==> src/rtl/core/dsc_mul.sv <==
// ----------------------------------------------------------------------------
// dsc_mul: shared signed multiplier with a registered product
// Every product of the block goes through this one unit, one per cycle.
// ----------------------------------------------------------------------------
module dsc_mul (
  input  logic               clk,
  input  logic signed [32:0] op_a,
  input  logic signed [32:0] op_b,
  output logic signed [63:0] prod
);

  logic signed [65:0] full;
  logic signed [63:0] prod_r;

  // All operand pairs used here give products that fit in 64 signed bits.
  assign full = op_a * op_b;

  always_ff @(posedge clk) begin
    prod_r <= full[63:0];
  end

  assign prod = prod_r;

endmodule

==> config.mk <==
export PLATFORM = sky130hd
export DESIGN_NAME = dsc_mul
export DESIGN_NICKNAME = d
export VERILOG_FILES = /design/src/rtl/core/dsc_mul.sv
export SDC_FILE = /design/constraint.sdc
export NUM_CORES = 2
export LEC_CHECK = 0
export BUFFER_PORTS_ARGS = -buffer_cell sky130_fd_sc_hd__buf_4
export CAP_MARGIN = 10
export CORE_UTILIZATION = 60
export DETAILED_ROUTE_END_ITERATION = 10
export PLACE_DENSITY = 0.8
export SYNTH_ARGS = -nofsm -noshare
export SYNTH_HDL_FRONTEND = slang
export SYNTH_SLANG_ARGS = --single-unit
==> constraint.sdc <==
create_clock -name clk -period 8.2 [get_ports clk]
set_input_delay 0.41 -clock clk [delete_from_list [all_inputs] [get_ports clk]]
set_output_delay 0.41 -clock clk [all_outputs]
set_load 0.1 [all_outputs]
## Word-level counts from Yosys, hierarchy flattened

Cells that the tools add are included.

| word-level totals | value |
|---|---|
| bits in read-only memories | 0 |
| bits in latches | 0 |
| bits of input ports | 67 |
| memory bits (writable) | 0 |
| register bits after elaboration | 64 |
| memories | 0 |

| operators by class | value |
|---|---|
| muxes and demuxes | 0 |
| add/subtract/negate cells | 0 |
| shift-type cells | 0 |
| divide/modulo/power cells | 0 |
| reduce and logical (&&, ||, !) cells | 0 |
| $mul | 1 |
| bitwise operators | 0 |
| equality and inequality tests | 0 |
| order comparisons | 0 |

Operators with widths:

| cell | count |
|---|---|
| 33-bit by 33-bit multiplier with 64-bit output | 1 |

## Longest topological paths before layout

| logic depth | value |
|---|---|
| depth after elaboration | 1 |
| depth in mapped cells | 28 |
| depth with buffers taken out | 26 |

## Worst setup path before layout

No wires, ideal clock.

| timing | value |
|---|---|
| path kind | input -> register |
| from | in op_a[32] |
| to | reg prod_r[63], in the netlist prod[63] |
| setup slack | 0.526 ns |
| arrival time | 7.602 ns |
| data required time | 8.128 ns |
| cell stages on the path | 24 |
| cell sequence | clkbuf_1 > nand2_1 > inv_1 > fa_1 > fa_1 > fa_1 > inv_1 > fa_1 > inv_1 > fa_1 > fa_1 > fa_1 > inv_1 > fa_1 > inv_1 > ha_1 > a21o_1 > a21o_1 > a21oi_1 > nand2_1 > o31ai_1 > o211ai_1 > a21oi_1 > xnor2_1 |

| on the way | value |
|---|---|
| word-level cells in the longest chain between the ends | 1 |

Ends and longest elaborated chain:

| what | RTL line | source |
|---|---|---|
| from (decl) | 7 | `input logic signed [32:0] op_a,` |
| 33-bit by 33-bit multiplier with 64-bit output | 16 | `assign full = op_a * op_b;` |
| named net full[63] | 12 | `logic signed [65:0] full;` |
| to (signal assigned) | 19 | `prod_r <= full[63:0];` |
| to (decl) | 13 | `logic signed [63:0] prod_r;` |

The timed path passes the listed nets, and every way through them passes these cells.

## Worst setup path after layout

| timing | value |
|---|---|
| from | in op_b[6] |
| to | reg prod_r[59], in the netlist prod[59] |

| on the way | value |
|---|---|
| word-level cells in the longest chain between the ends | 1 |

Ends and longest elaborated chain:

| what | RTL line | source |
|---|---|---|
| from (decl) | 8 | `input logic signed [32:0] op_b,` |
| 33-bit by 33-bit multiplier with 64-bit output | 16 |  |
| named net full[59] | 12 |  |

The timed path passes the listed nets, and every way through them passes these cells.

==> results.toml <==
[setup_path]
crit_buf_inv = 6
startpoint_type = "input pin"
crit_fanout = 33
slowest_delay_ns = 0.64
crit_slowest_cell = "o31ai_1"
critPathArrivalTime_ns = 8.06
worst_path_most_repeated_cell = "fa_1"
criticalPathCategory = "input pin to flip-flop"
path_delay_family = "adder cells"
crit_required_ns = 8.46
endpoint_kind = "flip-flop"

[sta]
period_needed_ns = 7.794
hold_violations = 0
relSlewSlack_pct = 53.25
setup_violations = 0
tns_ns = 0
tightest_slew_ns = 0.6953
timing.fmax_mhz = 128.3
rsz0062_at_grt = "no"
min_period_over_period_pct = 95.05
drv_slew = 0
fin_ws_ns = 0.4063

[synthesis]
synth_ff_type = "dfxtp_1"
synth_top_cells_by_count = "fa_1, inv_1, and2_1"
yosys_warnings = 0
ys_ff_latch = 64
syn_nets = 5611
synth_area_leaders = "fa_1, inv_1, and2_1, ha_1, nand2_1"
yosys.area.top_type = "fa_1"
synth.top_cell.area_share_pct = 56.95
netlist_area_um2 = 39540
ys_async_sr_fraction_pct = 0
ys_seq_area_share_pct = 3.240
synth_most_common_cell = "fa_1"
netlist_instances = 4207
syn_area_per_cell_um2 = 9.399
ys_types = 57
synth-edff-count = 0

[die]
pin_count = 131
die_h_um = 258.7
die_w_um = 258.7
rows = 93
start_util_pct = 61.01
core_um2 = 64810
dieArea_um2 = 66940

[placement]
routabilityCongestion = 0.9501
dp_hpwl_um = 87960
preCtsSetupSlack_ns = 0.08107
io_buffers = 130

[cells_and_area]
nets = 5560
fillCellCount = 5156
drive_above_1_share_pct = 4.400
area_growth_pct = 4.442
largest_reg_flops = 64

[detailed_routing]
detail_route.wl_per_cell_um = 20.73
vias = 28360
drc = 0
highest_layer = "met5"
wl_met3_um = 6882
antenna_left = 0
drt-met1-wl_um = 34100
route.met2.wl_um = 53240
dr.pass1.iters = 6
drtIter0Drc = 2036
wl_um = 104000
via_per_inst = 5.653

[global_routing]
grt_use_total_pct = 32.83
antenna_found_initial = 5
grt_pass1_wl_um = 166300
grt_pass1_vias = 31520
grt.overflow.total = 0
grt_max_degree = 35

[min_path]
min_path_type = "input pin to flip-flop"

[clocking]
cts_buffers = 9
h-tree-depth = 3
cts-root-buf = "clkbuf_16"
postCtsSetupBuffers = 0
clock-sinks = 64
clk_path_buf_depth = 2
clk_pin_slew_ns = 0.06
cts_tree = "done"

[flow_run]
maxCapViolations = 0

[run_status]
status = "finished clean"
## cells by family after synthesis
group	Yosys count	synth area share [%]
AOI/OAI and AO/OA	200	3.253
xor gates and xnor gates	76	1.683
adders and majority gates	1337	63.66
buffers and inverters	1308	12.42
DFF	64	3.240
muxes	1	0.02531
and+or+nand+nor	1221	15.72
## worst paths after layout
kind	start	endpoint	slack (ns)	cells past startpoint
worst max-delay path	op_b[6]	prod[59]	0.41	25
worst min-delay path	op_b[0]	prod[0]	0.55	2
## routing by layer
layer,global-route usage [%],up-vias
met3,4.186,462
met1,37.04,14710
met4,26.07,4
met2,56.48,1370
li1,-,11820
met5,0,-
## cells in the final DEF, fill, tap and decap left out, drive strengths merged, types with 6 or more instances in the layout
master / synthesis / final
a21o: 18 / 18
a211oi: 9 / 9
fa: 1125 / 1125
xnor2: 55 / 55
o21ai: 36 / 36
nor2: 18 / 18
ha: 212 / 212
xor2: 21 / 21
nand2: 547 / 547
o211ai: 7 / 7
nor3: 12 / 12
nor2b: 32 / 32
and3: 6 / 6
nand4: 12 / 12
buf: 0 / 160
a21oi: 70 / 70
clkbuf: 222 / 9
and2: 548 / 548
a31oi: 6 / 6
o21bai: 7 / 7
dfxtp: 64 / 64
nand3: 18 / 18
nand2b: 9 / 9
o21a: 18 / 18
inv: 1086 / 1086
## layout make-up
type                       count  area (um2)  share of cell area, %
antenna                        3       7.507                0.01818
clock buffer                   9       225.2                 0.5453
clock inverter                 5       83.83                 0.2030
inverter                    1086        4076                  9.870
multi-input combinational   2835       33350                  80.76
sequential                    64        1281                  3.102
tap                          855        1070                  2.590
timing repair buffer         160        1201                  2.908
## repair_timing
action                     CTS  global route
hold buffers                 0             0
gates resized for setup      0             1
setup endpoints to repair    0             4
## through the flow
stage / hold WS (ns) / instance area, um2 / utilization [%] / cells
final: 0.5503 / 41300 / 63.72 / 5017
after global routing: 0.5432 / 41300 / 63.72 / 5017
after CTS: 0.5181 / 41290 / 63.71 / 5014
after detailed placement: 0.8869 / 40980 / 63.23 / 5000
after global placement: 0.8871 / 40980 / 63.23 / 5000
after floorplan: 0.5373 / 39540 / - / 4207
Power is left out: the tool's default activity adds up to more than one toggle a clock period on the data nets, which glitch-free logic cannot reach.
