==> src/rtl/core/dsc_pkg.sv <==
// ----------------------------------------------------------------------------
// dsc_pkg: shared types and constants of the driveline spring-damper clutch
// Beat formats, configuration register indexes, sequencer states and the
// request and status groups between the sequencer and the divider.
// ----------------------------------------------------------------------------
package dsc_pkg;

  localparam int CfgAddrW = 3;
  localparam int CfgDataW = 31;

  localparam logic [CfgAddrW-1:0] CFG_STIFFNESS   = 3'd0;
  localparam logic [CfgAddrW-1:0] CFG_DAMPING     = 3'd1;
  localparam logic [CfgAddrW-1:0] CFG_FLEX_LIMIT  = 3'd2;
  localparam logic [CfgAddrW-1:0] CFG_FLEX_ENABLE = 3'd3;
  localparam logic [CfgAddrW-1:0] CFG_TIME_STEP   = 3'd4;
  localparam logic [CfgAddrW-1:0] CFG_FIRST_GND   = 3'd5;
  localparam logic [CfgAddrW-1:0] CFG_SECOND_GND  = 3'd6;

  localparam logic signed [31:0] Q_MAX = 32'sh7FFF_FFFF;
  localparam logic signed [31:0] Q_MIN = 32'sh8000_0000;

  typedef struct packed {
    logic signed [31:0] first_velocity;
    logic signed [31:0] second_velocity;
    logic [30:0]        clutch_capacity;
  } in_beat_t;

  typedef struct packed {
    logic signed [31:0] coupling_torque;
    logic               apply_first;
    logic               apply_second;
    logic               slipping;
  } out_beat_t;

  typedef enum logic [3:0] {
    S_IDLE,
    S_MDT,
    S_DELTA,
    S_ANGLE,
    S_MKS,
    S_TSUM,
    S_TSAT,
    S_NUM,
    S_DIV,
    S_FIN
  } state_t;

  typedef struct packed {
    logic        start;
    logic [62:0] num_mag;
    logic [30:0] den;
  } div_req_t;

  typedef struct packed {
    logic        done;
    logic        ovf;
    logic [31:0] quo;
  } div_rsp_t;

endpackage

==> src/rtl/core/dsc_div.sv <==
// ----------------------------------------------------------------------------
// dsc_div: iterative restoring divider, one quotient bit per cycle
// Divides a 63-bit magnitude by a nonzero 31-bit divisor into a 32-bit
// quotient and flags a quotient that does not fit in 32 bits.
// ----------------------------------------------------------------------------
module dsc_div (
  input  logic              clk,
  input  logic              rst_n,
  input  dsc_pkg::div_req_t req,
  output dsc_pkg::div_rsp_t rsp
);

  logic        run_r, run_nxt;
  logic        done_r, done_nxt;
  logic        ovf_r, ovf_nxt;
  logic [4:0]  cnt_r, cnt_nxt;
  logic [30:0] rem_r, rem_nxt;
  logic [31:0] lo_r, lo_nxt;
  logic [30:0] den_r, den_nxt;
  logic [31:0] trial;
  logic        ge;

  assign trial = {rem_r, lo_r[31]};
  assign ge    = (trial >= {1'b0, den_r});

  always_comb begin
    run_nxt  = run_r;
    done_nxt = 1'b0;
    ovf_nxt  = ovf_r;
    cnt_nxt  = cnt_r;
    rem_nxt  = rem_r;
    lo_nxt   = lo_r;
    den_nxt  = den_r;
    if (req.start) begin
      // The upper half already holding the divisor means a quotient of 2^32 or more.
      run_nxt = 1'b1;
      ovf_nxt = (req.num_mag[62:32] >= req.den);
      cnt_nxt = '0;
      rem_nxt = req.num_mag[62:32];
      lo_nxt  = req.num_mag[31:0];
      den_nxt = req.den;
    end else if (run_r) begin
      rem_nxt = ge ? 31'(trial - {1'b0, den_r}) : trial[30:0];
      lo_nxt  = {lo_r[30:0], ge};
      cnt_nxt = cnt_r + 5'd1;
      if (cnt_r == 5'd31) begin
        run_nxt  = 1'b0;
        done_nxt = 1'b1;
      end
    end
  end

  always_ff @(posedge clk) begin
    if (!rst_n) begin
      run_r  <= 1'b0;
      done_r <= 1'b0;
      cnt_r  <= '0;
    end else begin
      run_r  <= run_nxt;
      done_r <= done_nxt;
      cnt_r  <= cnt_nxt;
    end
  end

  always_ff @(posedge clk) begin
    ovf_r <= ovf_nxt;
    rem_r <= rem_nxt;
    lo_r  <= lo_nxt;
    den_r <= den_nxt;
  end

  assign rsp.done = done_r;
  assign rsp.ovf  = ovf_r;
  assign rsp.quo  = lo_r;

endmodule

==> config.mk <==
export PLATFORM = sky130hd
export DESIGN_NAME = dsc_div
export DESIGN_NICKNAME = d
export VERILOG_FILES = /design/src/rtl/core/dsc_pkg.sv /design/src/rtl/core/dsc_div.sv
export SDC_FILE = /design/constraint.sdc
export NUM_CORES = 1
export LEC_CHECK = 0
export ABC_AREA = 1
export BUFFER_PORTS_ARGS = -buffer_cell sky130_fd_sc_hd__buf_2
export CAP_MARGIN = 25
export CORE_MARGIN = 5
export CORE_UTILIZATION = 35
export DETAILED_ROUTE_END_ITERATION = 12
export MAX_ROUTING_LAYER = met4
export SETUP_SLACK_MARGIN = 0.05
export SLEW_MARGIN = 20
export SYNTH_ARGS = -nofsm -noshare
export SYNTH_HDL_FRONTEND = slang
export SYNTH_SLANG_ARGS = --single-unit
==> constraint.sdc <==
create_clock -name clk -period 3.13 [get_ports clk]
set_input_delay 0.1565 -clock clk [delete_from_list [all_inputs] [get_ports clk]]
set_output_delay 0.1565 -clock clk [all_outputs]
set_load 0.005 [all_outputs]
# Word-level counts from Yosys, hierarchy flattened
# Index checks and enable logic that the tools add are counted.
[classes] n_addsub=2 multipliers=0 div=0 magnitude_cmp=2 eq_ne=1 n_shift=0 n_mux=9 n_bitwise=2 n_reduce_logical=3
[ops] op="2-to-1 mux 31 bit" n=3
[ops] op="2-to-1 mux 32 bit" n=2
[ops] op=">= comparator 32 x 31 -> 1 bit" n=1
[ops] op=">= comparator 31 bit" n=1
[ops] op="subtractor 31 bit" n=1
[ops] op="adder 5 x 1 -> 5 bit, second input constant" n=1
[ops] op="== test 5 bit, second input constant" n=1
[ops] op="2-to-1 mux 1 bit" n=4
[ops] op="OR reduction 3 bit" n=1
[ops] op="NOT 1 bit" n=2
[ops] op="nonzero test 2 bit" n=1
[ops] op="OR reduction 2 bit" n=1
[totals] reg_bits=102 latch_bits=0 ram_bits=0 mem_bits_ro=0 in_bits=97 output_inout_bits=34 wordCells=26 mem_count=0

# Longest topological paths before layout
# Gate-level depths: netlist of the first run.
[logic_depth] word_depth=4 ltp_mapped=17 depth_no_buf=16

# Least setup slack after synthesis of the first run
# Ideal clock, no wire load.
[synth_path] kind="register to register" from="reg lo_r[31]" to="reg rem_r[16], data pin" setup_ps=254 t_arrival_ps=1989 required_time_ps=2876 setup_slack_ps=887 stages_incl_launch_ff=17 path_buffers=1 synth_period_minus_slack_ps=2243 path_cell_list="edfxtp_1 inv_1 ha_1 fa_1 inv_1 nand3_1 nand2_4 nand2_2 nand2_4 nand2_2 nand3_1 nand2_2 nand2_4 buf_4 nand2_1 nand3_1 nand2_1"
[synth_between] elab_chain_cells=4 word_cells_on_any_way=5 classes_between="1 x add/sub; 1 x order compare; 3 x mux"
[synth_rtl] item="start, declared" line_no="dsc_div.sv:18" text="logic [31:0] lo_r, lo_nxt;"
[synth_rtl] item="start signal, assigned" line_no="dsc_div.sv:68" text="lo_r <= lo_nxt;"
[synth_rtl] item="subtractor 31 bit / >= comparator 32 x 31 -> 1 bit (equally long branches)" line_no="dsc_div.sv:43, dsc_div.sv:24"
[synth_rtl] item="2-to-1 mux 31 bit *" line_no="dsc_div.sv:43" text="rem_nxt = ge ? 31'(trial - {1'b0, den_r}) : trial[30:0];"
[synth_rtl] item="2-to-1 mux 31 bit *" line_no="dsc_div.sv:42" text="end else if (run_r) begin"
[synth_rtl] item="2-to-1 mux 31 bit *" line_no="dsc_div.sv:34" text="if (req.start) begin"
[synth_rtl] item="net rem_nxt[16]" line_no="dsc_div.sv:17" text="logic [30:0] rem_r, rem_nxt;"
[synth_rtl] item="end signal, assigned" line_no="dsc_div.sv:67" text="rem_r <= rem_nxt;"
[synth_rtl] item="end, declared" line_no="dsc_div.sv:17"
# The timed path passes the listed nets; every way through them passes the cells marked *. The select of a mux whose other input is x is not followed.
# A chain may end at the register's enable or synchronous reset.

# Worst setup path in the final report of the first run
[layout_path] from="reg lo_r[31]" to="reg rem_r[0], data pin"
# The elaborated chain is that of the path after synthesis.

==> impl_metrics.yaml, run 1 <==
run_status:
  status: "finished clean"
setup_path:
  path_delay_family: "simple AND/OR/NAND/NOR gates"
  slowest_stage: "fa_1"
  crit_arrival_ns: 2.69
  worstPathRequired_ns: 3.20
  rr_worst_depth: 15
  critPathMaxStageDelay_ns: 0.42
  startpoint_type: "flop"
  rr_startpoint: "lo_r[31]"
  r2r_setup_slack_ns: 0.50
  timing.rr.end: "rem_r[0]"
  crit_fanout: 32
  worstSetupPathType: "flop to flop"
  endpoint_kind: "flop"
  crit_chain: "inv_1 -> ha_1 -> fa_1 -> inv_1 -> nand3_1 -> nand2_4 -> nand2_2 -> nand2_4 -> nand2_2 -> nand3_1 -> nand2_2 -> nand2_4 -> nand2_1 -> nand3_1 -> o21ai_0"
  path_buf_inv: 2
logic_synthesis:
  async_flop_share_pct: 0
  netlist.area_leader.share_pct: 36.5
  mappedNetlistArea_um2: 7810
  yosysUniqueCellTypes: 36
  syn_area_per_cell_um2: 7.07
  syn_nets: 1267
  synth_enable_flop_cells: 95
  synth-seq-cells: 102
  yosys.area.top_type: "edfxtp_1"
  yosys_warnings: 0
  synthCells: 1105
  synthFlopType: "edfxtp_1"
  ys_seq_area_share_pct: 38.3
  ys_top_cells_by_area: "edfxtp_1 37%, nand2_1 23%, ha_1 10%, inv_1 9.4%, nand3_1 3.8%"
worst_hold_path:
  min_path_cells: 1
  min_from: "req[15]"
  min_to: "den_r[15]"
  hold_path_class: "primary input to flop"
pwr:
  power_density_nw_per_um2: 584
  power_frac_seq_pct: 33.8
  combPwrFrac_pct: 44.1
  power.internal_w: 0.00327
  p_leak_nw: 5.06
  irDropWorstVdd_v: 0.000311
  p_clk_share_pct: 22.1
  swShare_pct: 40.1
  switchingPower_w: 0.00219
placement:
  dp_hpwl_um: 16800
  io_buffers: 130
  globalplace.congestion: 0.953
  place_area_um2: 8740
  place_ws_ns: 0.510
job:
  maxCapViolCount: 0
floorplanning:
  rows: 54
  initial_core_util_pct: 35.7
  fp.coreArea_um2: 21900
  die_h_um: 159
  dieArea_um2: 25400
  io_pins: 131
  fp.dieW_um: 159
clocking:
  cts_root_buf: "clkbuf_16"
  clock_latency_ns: 0.36
  cts_sinks: 102
  cts_tree: "yes"
  h-tree-depth: 3
  clockBufferDepth: 2
  path_clk_slew_ns: 0.07
  cts_buffers: 9
  cts_setup_buffers: 0
detailed_routing:
  wl_um: 21300
  via_per_inst: 4.70
  dr.first_iter.drc_count: 358
  via_count: 7263
  drc_errors: 0
  ant_nets: 0
  drt_pass1_iterations: 6
  post_drt_wl_per_cell_um: 13.8
timing:
  finalWorstSetupSlack_ns: 0.502
  rsz0062_at_grt: "false"
  slew_viol_final: 0
  fin_worst_skew_ns: 0.0128
  post-route-min-period_ns: 2.63
  hold_violations: 0
  holdWs_ns: 0.0155
  fin_tns_setup_ns: 0
  relSlewSlack_pct: 52.7
  post-route-period-util_pct: 84.0
  max_freq_mhz: 381
  tightest_slew_ns: 0.708
  setup_violations: 0
cells_and_area:
  final_layout_size_suffix_gt1_share_pct: 13.8
  area_growth_syn_to_layout_pct: 19.8
  finalNetCount: 1420
  num-fill-cells: 2330
  final_area_um2: 9360
global_route:
  antenna_found_initial: 1
  track_usage_pct: 17.4
  grt_pass1_vias: 7345
  grt_overflow: 0
  grt_pass1_wl_um: 35400
  grt_max_degree: 51
## through the flow
step	cells	power (W)	utilization, %
after floorplan	1105	0.00362	-
after global placement	1497	0.00424	39.9
after detailed placement	1497	0.00425	39.9
after CTS	1543	0.00550	42.7
after global routing	1544	0.00593	42.7
final	1544	0.00546	42.7
## synth_stat cells, types with 8 or more instances
cell / count
nand4_1: 15
inv_1: 196
o21ai_0: 8
xnor2_1: 13
nor2_1: 47
clkbuf_1: 12
nor3_1: 11
ha_1: 64
edfxtp_1: 95
nand3_1: 60
a21oi_1: 34
nand3b_1: 18
nand2_1: 476
## state kept, by name (all words and copies together), names as in the netlist
signal,count
rem_r,31
cnt_r,5
lo_r,32
ovf_r,1
done_r,1
run_r,1
den_r,31
## worst register-to-register path, delay by kind of cell, from the launching register on
family	cells	cell delay (ns)
and+or+nand+nor	10	1.07
DFF	1	0.35
adders and majority gates	2	0.64
buffers and inverters	2	0.15
AOI/OAI and AO/OA	1	0.12
## placed cells by master (no fill, tap or decap), types with 2 or more instances in the layout
cell type      count
o31ai_1            2
edfxtp_1          95
and2_1             4
nand2_4            4
dlygate4sd3_1     30
ha_1              64
nor3_1            11
xnor2_1           13
buf_2            129
nand3b_1          18
o21ai_0            8
a21oi_1           34
nand2_1          476
nor2_2             4
inv_1            194
inv_2              5
nand3_1           60
nand2_2            5
nand4_1           15
a21oi_2            2
dfxtp_1            7
inv_8              3
buf_4              6
clkbuf_16          9
nor2_1            47
nor4_1             3
## routing by layer
layer,global-route usage (%),wire [um]
met4,4.89,453
met3,2.98,999
met5,-,0
met1,22.1,9950
met2,28.6,9910
## how the worst max path moves through the flow
stage	startpoint	end	slack [ns]	cells past startpoint
2_1_floorplan	lo_r[31]	rem_r[16]	0.89	16
3_3_place_gp	lo_r[31]	rem_r[23]	0.58	15
3_5_place_dp	lo_r[31]	rem_r[0]	0.51	15
4_1_cts	lo_r[31]	rem_r[0]	0.49	15
5_1_grt	lo_r[31]	rem_r[18]	0.29	16
6_report	lo_r[31]	rem_r[0]	0.50	15
## timing repair
action                    CTS  global route
gates resized for setup     0             0
hold buffers               30             0
hold endpoints to repair   30             0
## area by class of cell
class / instances / area [um^2] / area share [%]
multi-input cells: 779 / 3930 / 42.0
flip-flops and latches: 102 / 2990 / 32.0
repair buffers: 166 / 1010 / 10.8
inverters: 200 / 751 / 8.02
well taps: 280 / 350 / 3.74
clock buffers: 9 / 225 / 2.41
clock inverters: 7 / 88.8 / 0.950
diodes: 1 / 2.50 / 0.0267
## power groups by stage
| stage | Sequential, W | Combinational [W] | Clock, W |
|---|---|---|---|
| after CTS | 0.00184 | 0.00242 | 0.00124 |
| after global placement | 0.00187 | 0.00236 | 0 |
| after detailed placement | 0.00187 | 0.00238 | 0 |
| final | 0.00184 | 0.00241 | 0.00121 |
| after floorplan | 0.00185 | 0.00177 | 0 |
| after global routing | 0.00187 | 0.00278 | 0.00129 |
## cell families (layout without fill, tap and decap cells)
logic type | after synthesis | in the layout | synth area share (%)
simple gates | 650 | 650 | 34.8
buf+inv | 224 | 382 | 11.3
flops | 102 | 102 | 38.3
fa+ha+maj | 65 | 65 | 10.5
compound gates | 50 | 50 | 3.49
xor+xnor | 14 | 14 | 1.57
other cells | 0 | 1 | 0
Note: power is estimated with default switching activity, not from simulation.
==> inputs of run 2 (changes only) <==
==> constraint.sdc (replaced) <==
create_clock -name clk -period 2.2 [get_ports clk]
set_input_delay 0.11 -clock clk [delete_from_list [all_inputs] [get_ports clk]]
set_output_delay 0.11 -clock clk [all_outputs]
set_load 0.005 [all_outputs]
==> run 2 against run 1 <==
Compared with the run above:
- the run now ends with setup timing left
- critical path type unchanged
- sequential share of layout area down 4.8 points
- critical endpoint is now rem_r[22]
- sequential power up 47%
- register-to-register slack worse by 0.57 ns
- global-route usage up 0.79 points
- largest power group unchanged
==> impl_metrics.yaml, run 2 (synthesized netlist as in run 1, its figures left out) <==
placement:
  place_ws_ns: -0.112
  globalplace.congestion: 0.975
  placed_cells: 1570
  io_buffers: 130
  dp_hpwl_um: 17800
global_route:
  grt-busiest-layer: "met2"
  grt_use_met2_pct: 29.9
  globalRouteMet3Util_pct: 3.24
  grt_max_degree: 69
  grt_overflow: 0
  track_usage_pct: 18.2
  grt_pass1_vias: 7687
  antenna_found_initial: 0
  use_met1_pct: 23.4
  grt_pass1_wl_um: 36900
clocking:
  cts_root_buf: "clkbuf_16"
  path_clk_slew_ns: 0.07
  clock_latency_ns: 0.36
  cts_tree: "yes"
  cts_sinks: 102
  clockBufferDepth: 2
  h-tree-depth: 3
  cts_buffers: 9
setup_path:
  startpoint_type: "flop"
  endpoint_kind: "flop"
  crit_fanout: 7
  crit_arrival_ns: 2.37
  worstPathRequired_ns: 2.31
  worstSetupPathType: "flop to flop"
floorplanning:
  fp.dieW_um: 159
  initial_core_util_pct: 35.7
  fp.coreArea_um2: 21900
  rows: 54
  io_pins: 131
  dieArea_um2: 25400
  die_h_um: 159
cells_and_area:
  layout_common_cells: "410 x nand2_1, 182 x inv_1, 129 x buf_2, 95 x edfxtp_1, 86 x buf_4"
  final_layout_size_suffix_gt1_share_pct: 30.6
  area_growth_syn_to_layout_pct: 41.2
  num-fill-cells: 2112
  largest_reg_flops: 32
  final_common_cell: "nand2_1"
  top_regs: "lo_r: 32 flops, den_r: 31 flops, rem_r: 31 flops"
  finalNetCount: 1516
  fin_cells: 1640
  regMostFlops: "lo_r"
detailed_routing:
  ant_nets: 0
  drc_errors: 0
  wl_um: 23600
  dr.first_iter.drc_count: 416
  post_drt_wl_per_cell_um: 14.4
  via_count: 7736
  drt_pass1_iterations: 5
  via_per_inst: 4.72
timing:
  holdWs_ns: 0.0182
  setup_violations: 27
  post-route-period-util_pct: 103
  fin_tns_setup_ns: -0.866
  relSlewSlack_pct: 60.2
  post-route-min-period_ns: 2.26
  max_freq_mhz: 442
  hold_violations: 0
  finalWorstSetupSlack_ns: -0.0642
  tightest_slew_ns: 0.597
  slew_viol_final: 0
  rsz0062_at_grt: "true"
  fin_worst_skew_ns: 0.0109
pwr:
  swShare_pct: 39.9
  power_density_nw_per_um2: 877
  power_frac_seq_pct: 27.9
  p_leak_nw: 5.72
  p_clk_share_pct: 16.8
  power_w: 0.00967
  combPwrFrac_pct: 55.3
  switchingPower_w: 0.00386
  irDropWorstVdd_v: 0.000468
  power.internal_w: 0.00581
run_status:
  status: "finished, violations left"
  violations: "setup timing"
job:
  maxCapViolCount: 0
worst_hold_path:
  hold_path_class: "primary input to flop"
[run 2: power groups by stage]
stage / clock network (W) / registers [W] / logic (W)
finish: 0.00163 / 0.00270 / 0.00535
detailed placement: 0 / 0.00267 / 0.00397
global placement: 0 / 0.00267 / 0.00395
CTS: 0.00166 / 0.00266 / 0.00453
floorplan: 0 / 0.00263 / 0.00253
global route: 0.00174 / 0.00272 / 0.00589
[run 2: per-layer routing]
| metal | vias up | part of all wire [%] | routed length [um] |
|---|---|---|---|
| met5 | - | 0 | 0 |
| met4 | 0 | 1.7 | 408 |
| met3 | 35 | 5.1 | 1200 |
| met2 | 205 | 48 | 11400 |
| met1 | 3537 | 45 | 10600 |
| li1 | 3959 | - | - |
[run 2: what timing repair did]
item,in CTS,in global routing
hold buffers,32,0
endpoints found under the setup margin,31,32
pin swaps,17,47
gates cloned,2,1
endpoints found under the hold margin,32,0
gates resized for setup,68,126
buffers inserted,10,9
[run 2: metrics by stage]
| step | utilization, % | instance area [um^2] |
|---|---|---|
| after global placement | 42.5 | 9310 |
| after global routing | 50.3 | 11000 |
| after floorplan | - | 7820 |
| final | 50.4 | 11000 |
| after CTS | 47.4 | 10400 |
| after detailed placement | 42.5 | 9310 |
[run 2: final cells by class]
type | instances | area, um^2 | share of cell area [%]
antenna | 1 | 2.50 | 0.0227
inverter | 200 | 751 | 6.81
multi-input combinational | 780 | 4780 | 43.4
clock inverter | 6 | 61.3 | 0.556
clock buffer | 10 | 229 | 2.08
tap | 280 | 350 | 3.18
timing repair buffer | 261 | 1850 | 16.8
sequential | 102 | 2990 | 27.1
[run 2: final timing paths]
check | startpoint | to | slack [ns] | cells after the start
setup reg to reg | rem_r[22] | rem_r[22] | -0.06 | 15
hold / removal | req[52] | lo_r[21] | 0.02 | 3
setup / recovery | rem_r[22] | rem_r[22] | -0.06 | 15
hold reg to reg | cnt_r[4] | cnt_r[4] | 0.47 | 2
[run 2: critical path, stage by stage, from the launching register on]
cell and delay [ns]:
edfxtp_1 0.45, ha_4 0.30, nand2_2 0.08, nand2_2 0.06, inv_1 0.06, nand2_2 0.07
a21oi_4 0.16, nor2_4 0.06, nor2_4 0.13, buf_6 0.13, nand2_8 0.10, buf_12 0.15
nand2_8 0.08, nand2_2 0.06, nand2_2 0.06, nand2_1 0.05
